<file path="src/rtl/deq_pkg.sv">
// deq_pkg: shared types and constants for the double-ended queue
`timescale 1ns / 1ps
package deq_pkg;

   localparam int DEPTH = 16;
   localparam int IDX_W = (DEPTH > 1) ? $clog2(DEPTH) : 1;
   localparam int CNT_W = $clog2(DEPTH + 1);
   localparam int WORD_W = 32;
   localparam int OCC_W = 5;
   localparam int RSP_DATA_W = 40;

   localparam logic [WORD_W-1:0] EMPTY_WORD = '1;

   typedef enum logic [1:0] {
      OP_PUSH_FRONT = 2'd0,
      OP_PUSH_REAR  = 2'd1,
      OP_POP_FRONT  = 2'd2,
      OP_POP_REAR   = 2'd3
   } op_type;

   typedef enum logic [1:0] {
      STATUS_OK    = 2'd0,
      STATUS_EMPTY = 2'd1,
      STATUS_FULL  = 2'd2
   } status_type;

   typedef enum logic [0:0] {
      ST_IDLE = 1'b0,
      ST_EXEC = 1'b1
   } state_type;

   typedef struct packed {
      logic load;
      logic exec;
   } dp_cmd_type;

   typedef struct packed {
      logic out_busy;
   } dp_status_type;

endpackage

</file>
<file path="src/rtl/deq_ctrl.sv">
// deq_ctrl: state machine sequencing capture and execution of one operation
`timescale 1ns / 1ps
module deq_ctrl import deq_pkg::*; (
   input  logic          clock,
   input  logic          reset,
   input  logic          req_tvalid,
   output logic          req_tready,
   input  logic          rsp_tready,
   input  dp_status_type dp_status,
   output dp_cmd_type    dp_cmd
);

   state_type state_ff;
   state_type state_in;

   always_ff @(posedge clock) begin
      if (reset) begin
         state_ff <= ST_IDLE;
      end else begin
         state_ff <= state_in;
      end
   end

   always_comb begin
      state_in = state_ff;
      req_tready = 1'b0;
      dp_cmd = '0;
      case (state_ff)
         ST_IDLE: begin
            req_tready = 1'b1;
            if (req_tvalid) begin
               dp_cmd.load = 1'b1;
               state_in = ST_EXEC;
            end
         end
         ST_EXEC: begin
            // result register must be free or draining this cycle
            if (!dp_status.out_busy || rsp_tready) begin
               dp_cmd.exec = 1'b1;
               state_in = ST_IDLE;
            end
         end
         default: begin
            state_in = ST_IDLE;
         end
      endcase
   end

endmodule

</file>
<file path="src/rtl/deq_datapath.sv">
// deq_datapath: ring buffer, pointers, count and result register
`timescale 1ns / 1ps
module deq_datapath import deq_pkg::*; (
   input  logic                  clock,
   input  logic                  reset,
   input  dp_cmd_type            dp_cmd,
   output dp_status_type         dp_status,
   input  logic [1:0]            req_op,
   input  logic [WORD_W-1:0]     req_word,
   input  logic                  rsp_tready,
   output logic                  rsp_tvalid,
   output logic [WORD_W-1:0]     rsp_word,
   output logic [1:0]            rsp_status,
   output logic [OCC_W-1:0]      rsp_occ
);

   localparam logic [IDX_W-1:0] LAST_IDX = IDX_W'(DEPTH - 1);
   localparam logic [CNT_W-1:0] FULL_CNT = CNT_W'(DEPTH);

   logic [WORD_W-1:0] mem [DEPTH];

   op_type            op_ff;
   logic [WORD_W-1:0] word_ff;
   logic [IDX_W-1:0]  head_ff, head_in;
   logic [IDX_W-1:0]  tail_ff, tail_in;
   logic [CNT_W-1:0]  count_ff, count_in;
   logic              valid_ff;
   logic [WORD_W-1:0] rd_data_ff;
   logic              mem_sel_ff;
   status_type        status_ff, status_in;
   logic [OCC_W-1:0]  occ_ff;

   logic              wr_en;
   logic [IDX_W-1:0]  wr_addr;
   logic              rd_en;
   logic [IDX_W-1:0]  rd_addr;
   logic              full, empty;
   logic [IDX_W-1:0]  head_dec, head_inc, tail_dec, tail_inc;

   assign full  = (count_ff == FULL_CNT);
   assign empty = (count_ff == '0);

   // wrap at the last slot so any depth works
   assign head_dec = (head_ff == '0) ? LAST_IDX : head_ff - 1'b1;
   assign head_inc = (head_ff == LAST_IDX) ? '0 : head_ff + 1'b1;
   assign tail_dec = (tail_ff == '0) ? LAST_IDX : tail_ff - 1'b1;
   assign tail_inc = (tail_ff == LAST_IDX) ? '0 : tail_ff + 1'b1;

   always_comb begin
      head_in   = head_ff;
      tail_in   = tail_ff;
      count_in  = count_ff;
      status_in = STATUS_OK;
      wr_en     = 1'b0;
      wr_addr   = head_dec;
      rd_en     = 1'b0;
      rd_addr   = head_ff;
      case (op_ff)
         OP_PUSH_FRONT: begin
            if (full) begin
               status_in = STATUS_FULL;
            end else begin
               head_in  = head_dec;
               wr_en    = 1'b1;
               wr_addr  = head_dec;
               count_in = count_ff + 1'b1;
            end
         end
         OP_PUSH_REAR: begin
            if (full) begin
               status_in = STATUS_FULL;
            end else begin
               tail_in  = tail_inc;
               wr_en    = 1'b1;
               wr_addr  = tail_ff;
               count_in = count_ff + 1'b1;
            end
         end
         OP_POP_FRONT: begin
            if (empty) begin
               status_in = STATUS_EMPTY;
            end else begin
               head_in  = head_inc;
               rd_en    = 1'b1;
               rd_addr  = head_ff;
               count_in = count_ff - 1'b1;
            end
         end
         OP_POP_REAR: begin
            if (empty) begin
               status_in = STATUS_EMPTY;
            end else begin
               tail_in  = tail_dec;
               rd_en    = 1'b1;
               rd_addr  = tail_dec;
               count_in = count_ff - 1'b1;
            end
         end
         default: begin
            status_in = STATUS_OK;
         end
      endcase
   end

   always_ff @(posedge clock) begin
      if (dp_cmd.exec && wr_en) begin
         mem[wr_addr] <= word_ff;
      end
      if (dp_cmd.exec && rd_en) begin
         rd_data_ff <= mem[rd_addr];
      end
   end

   always_ff @(posedge clock) begin
      if (dp_cmd.load) begin
         op_ff   <= op_type'(req_op);
         word_ff <= req_word;
      end
      if (dp_cmd.exec) begin
         mem_sel_ff <= rd_en;
         status_ff  <= status_in;
         occ_ff     <= OCC_W'(count_in);
      end
   end

   always_ff @(posedge clock) begin
      if (reset) begin
         head_ff  <= '0;
         tail_ff  <= '0;
         count_ff <= '0;
         valid_ff <= 1'b0;
      end else begin
         if (dp_cmd.exec) begin
            head_ff  <= head_in;
            tail_ff  <= tail_in;
            count_ff <= count_in;
            valid_ff <= 1'b1;
         end else if (rsp_tready) begin
            valid_ff <= 1'b0;
         end
      end
   end

   assign dp_status.out_busy = valid_ff;
   assign rsp_tvalid = valid_ff;
   assign rsp_status = status_ff;
   assign rsp_occ    = occ_ff;
   assign rsp_word   = mem_sel_ff ? rd_data_ff :
                       ((status_ff == STATUS_EMPTY) ? EMPTY_WORD : '0);

endmodule

</file>
<file path="src/rtl/double_ended_queue.sv">
// double_ended_queue: top level of the ring-buffer double-ended queue
//
//  channel   dir  handshake               payload
//  req       in   req_tvalid/req_tready   tdata push_value, tuser op
//  rsp       out  rsp_tvalid/rsp_tready   tdata pop_value+occupancy, tuser status
//
// each operation is captured from the transfer in the idle state; the exec state then updates
// the pointers and accesses the single-port entry memory
// the result sits in an output register; the next request is captured while
// it waits, and execution holds until that register drains
// reset clears the pointers, count and result valid; entries are not cleared
`timescale 1ns / 1ps
module double_ended_queue import deq_pkg::*; (
   input  logic                  clock,
   input  logic                  reset,
   input  logic                  req_tvalid,
   output logic                  req_tready,
   input  logic [WORD_W-1:0]     req_tdata,  // [31:0] push_value
   input  logic [1:0]            req_tuser,  // [1:0] op
   output logic                  rsp_tvalid,
   input  logic                  rsp_tready,
   output logic [RSP_DATA_W-1:0] rsp_tdata,  // [31:0] pop_value, [36:32] occupancy
   output logic [1:0]            rsp_tuser   // [1:0] status
);

   dp_cmd_type        dp_cmd;
   dp_status_type     dp_status;
   logic [WORD_W-1:0] rsp_word;
   logic [OCC_W-1:0]  rsp_occ;

   deq_ctrl u_ctrl (
      .clock      (clock),
      .reset      (reset),
      .req_tvalid (req_tvalid),
      .req_tready (req_tready),
      .rsp_tready (rsp_tready),
      .dp_status  (dp_status),
      .dp_cmd     (dp_cmd)
   );

   deq_datapath u_datapath (
      .clock      (clock),
      .reset      (reset),
      .dp_cmd     (dp_cmd),
      .dp_status  (dp_status),
      .req_op     (req_tuser),
      .req_word   (req_tdata),
      .rsp_tready (rsp_tready),
      .rsp_tvalid (rsp_tvalid),
      .rsp_word   (rsp_word),
      .rsp_status (rsp_tuser),
      .rsp_occ    (rsp_occ)
   );

   assign rsp_tdata = {{(RSP_DATA_W - WORD_W - OCC_W){1'b0}}, rsp_occ, rsp_word};

endmodule

</file>
<file path="config.mk">
export PLATFORM = sky130hd
export DESIGN_NAME = double_ended_queue
export DESIGN_NICKNAME = d
export VERILOG_FILES = /design/src/rtl/deq_pkg.sv /design/src/rtl/deq_ctrl.sv /design/src/rtl/deq_datapath.sv /design/src/rtl/double_ended_queue.sv
export SDC_FILE = /design/constraint.sdc
export NUM_CORES = 1
export LEC_CHECK = 0
export BUFFER_PORTS_ARGS = -buffer_cell sky130_fd_sc_hd__buf_2
export CAP_MARGIN = 20
export CORE_AREA = 2 2 229 231
export CTS_BUF_LIST = sky130_fd_sc_hd__clkbuf_8 sky130_fd_sc_hd__clkbuf_16
export DETAILED_ROUTE_END_ITERATION = 10
export DIE_AREA = 0 0 231 233
export MAX_ROUTING_LAYER = met4
export PLACE_DENSITY = 0.71
export SYNTH_ARGS = -nofsm -noshare
export SYNTH_HDL_FRONTEND = slang
export SYNTH_SLANG_ARGS = --single-unit
</file>
<file path="constraint.sdc">
create_clock -name clock -period 7.08 [get_ports clock]
set_input_delay 0 -clock clock [delete_from_list [all_inputs] [get_ports clock]]
set_output_delay 0 -clock clock [all_outputs]
set_load 0.01 [all_outputs]
</file>
==> metrics <==
Antenna diodes=0; Chip Width=231 um; Compound-Gate Fraction of Synth Area=8.07%; worst hold path type=input pin to register; R2R Path Start=u_datapath.count_ff[0]; outcome=complete, no violations; Vias/cell=5.89; antenna violations before repair=0; sequential area share after synthesis=78.1%; worst skew pair latency=0.63 ns; hold bufs inserted after CTS=39; htree depth=2; Crit Path Max Fanout=42; CTS sink count=601; met2 Use GR=32.4%; Starting Density=44.9%; Syn Inst Count=1,356; Final nets=1,519; post-synthesis mux area share=3.59%; Yosys reg bits=601; Post-Synth Adder-Cell Area=0.328%; area grow syn2layout=15.1%; max-slew violations=0; P_leak=8.56 nW; # Post-CTS Setup Buffers=0; crit path capture type=register; Die ar.=53,800 um2; period utilisation layout=63.1%; setup TNS=0 ns; Fin. Hold Viols=0; Post-Synth Simple-Gate Area=7.66%; Bufs on Longest Clock Path=3; post-CTS sizing=0; Synth Cell Area=22,900 um2; Worst-Margin Slew=1.19 ns; root buffer cell=clkbuf_16; vias in the first global route=12,768; Reg area=17,900 um2; gr usage total=20.5%; core area=51,100 um2; drt initial violations=1,554; Num CTS Buffers=56; Post-Route WL=53,200 um; Fmax achieved=0.224 GHz; Detail Route Antenna Nets=0; syn avg cell area=16.9 um2; DR WL/cell=24.2 um; critical path startpoint category=register; Req. time, crit path=7.45 ns; HP Start=req_tdata[3]; worst endpoint data arrival time=4.83 ns; Clock transition at path regs=0.06 ns; Site Rows=83; largest family of logic cells by synthesized area=compound AO/OA/AOI/OAI gates; M1 GR Usage=26.8%; RSZ-0062 raised after global routing=no; CTS tree=done; M3 GR Usage=3.79%; Relative slew margins=20.8%; Period minus WS final=4.46 ns; # fillers=4,098; Worst Setup SP=u_datapath.count_ff[0]; # DRC=0; kind of critical path=register to register; largest net degree at the start of global routing=75; Top Usage Layer GRT=met2; area of the multi-input gates=4800 um2; Max-Cap Viols=0; Layout Skew=0.0206 ns; I/O pin cnt=82; Tot Pwr=7.38 mW; count of different cell masters after synthesis=61; Post-synth ARST share=0%; Post-synth top flop=edfxtp_1; # setup viols final=0; first-pass GRT wire length=79,500 um; PortBufs=78; Vias=12,963; Worst IR Drop VDD=0.212 mV; post-synthesis xor/xnor area fraction=0.344%; DR pass1 iterations=5; Synth warnings=0; layout cells sized above 1=17.0%; PwrDens=280 nW/um2; DP HPWL=28,200 um; EDFF count, synth=586; Placer Congestion=0.788; die height=233 um; aggregate global routing overflow=0
[sequential cells by signal (all words and copies together) (netlist names)]
signal	flops
u_datapath.rd_data_ff	32
u_datapath.count_ff	5
u_datapath.mem_sel_ff	1
u_datapath.dp_status	1
u_datapath.mem	512
u_datapath.rsp_occ	5
u_datapath.word_ff	32
u_datapath.rsp_status	2
u_datapath.tail_ff	4
u_ctrl.state_ff	1
u_datapath.op_ff	2
u_datapath.head_ff	4
[stage by stage]
stage | cells | utilization, % | worst slack (ns) | hold slack (ns) | instance area [um2]
6_report | 2199 | 51.6 | 2.62 | 0.0729 | 26400
5_1_grt | 2199 | 51.6 | 2.23 | 0.0809 | 26400
4_1_cts | 2197 | 51.5 | 2.57 | 0.0502 | 26300
3_5_place_dp | 2056 | 47.5 | 2.57 | 0.178 | 24200
3_3_place_gp | 2055 | 47.4 | 2.70 | 0.179 | 24200
2_1_floorplan | 1358 | - | 3.14 | 0.0691 | 22900
[cells in the final DEF, fill, tap and decap left out, types with 5 or more instances in the layout]
cell / n
ha_1: 6
clkinv_2: 10
o22ai_1: 138
and2_0: 18
dlygate4sd3_1: 39
xnor2_1: 5
mux4_2: 32
or4_1: 32
a21oi_1: 13
nor2_1: 46
o21ai_0: 9
buf_2: 78
edfxtp_1: 586
dfxtp_1: 15
inv_1: 19
clkinv_1: 19
nor4_1: 32
a21o_1: 34
nor3_1: 110
buf_4: 32
a21boi_0: 21
a32oi_1: 21
or3_1: 5
clkbuf_16: 56
mux2i_1: 8
nor2_4: 16
and2_1: 6
nand3_1: 7
nand2_1: 13
nand2b_1: 7
nor2b_1: 13
[power by group]
group | switching (mW) | internal (mW)
clock | 1.27 | 1.51
sequential | 0.0656 | 3.98
combinational | 0.350 | 0.213
total | 1.69 | 5.70
[layer usage]
layer	vias up	wire length (um)	part of all wire, %
met1	6529	21500	40
met2	602	25700	48
met3	76	4760	8.9
met4	0	1220	2.3
li1	5756	-	-
met5	-	0	0
[final timing paths]
kind / endpoint / slack [ns] / cells after the start
min: u_datapath.word_ff[3] / 0.07 / 2
min reg2reg: u_datapath.tail_ff[1] / 0.59 / 2
max reg2reg: u_datapath.rd_data_ff[28] / 2.62 / 10
max: u_datapath.rd_data_ff[28] / 2.62 / 10
[cell type report]
| cell class | instances | area share, % |
|---|---|---|
| inverter | 10 | 0.142 |
| tap | 680 | 3.23 |
| sequential | 601 | 67.9 |
| clock inverter | 46 | 1.09 |
| timing repair buffer | 152 | 4.16 |
| multi-input combinational | 654 | 18.2 |
| clock buffer | 56 | 5.31 |
[cells by family after synthesis]
group                    after synthesis
flip-flops                           601
XOR/XNOR                               9
other                                  1
AND/OR/NAND/NOR                      323
adder cells (fa/ha/maj)                6
AO/OA/AOI/OAI                        271
buffers and inverters                103
multiplexers                          42
[cell usage after synthesis (3+ instances only)]
cell type | instances | area share (%)
a21oi_1 | 14 | 0.31
dfxtp_1 | 15 | 1.3
clkbuf_1 | 68 | 1.1
nor2b_1 | 14 | 0.38
inv_1 | 10 | 0.16
and2_0 | 18 | 0.49
a21o_1 | 34 | 1.1
nor3b_1 | 3 | 0.098
a32oi_1 | 22 | 0.84
nand2b_1 | 7 | 0.19
edfxtp_1 | 586 | 77
ha_1 | 6 | 0.33
o22ai_1 | 139 | 3.8
nand3b_1 | 3 | 0.098
nor3_1 | 110 | 2.4
xor2_1 | 4 | 0.15
nand3_1 | 7 | 0.15
buf_6 | 4 | 0.20
mux4_2 | 32 | 3.1
a31oi_1 | 3 | 0.082
a21boi_0 | 21 | 0.69
and2_1 | 7 | 0.19
a211oi_1 | 4 | 0.13
nor2_1 | 62 | 1.0
nor4_1 | 32 | 0.87
or3_1 | 5 | 0.14
nand2_1 | 14 | 0.23
xnor2_1 | 5 | 0.19
o21ai_0 | 10 | 0.22
buf_4 | 3 | 0.098
buf_1 | 14 | 0.23
mux2i_1 | 8 | 0.35
buf_2 | 4 | 0.087
or4_1 | 32 | 1.0
o211ai_1 | 3 | 0.098
[critical path, cell delays in order (launching register included)]
cell and delay, ns:
dfxtp_1 0.37, inv_1 0.17, ha_1 0.27, nor4b_2 0.66, o21ai_2 0.11, buf_4 0.25
nand2_4 0.40, buf_4 0.68, mux4_2 0.60, nor2b_1 0.14, or4_1 0.51
Note: power is estimated with default switching activity, not from simulation.
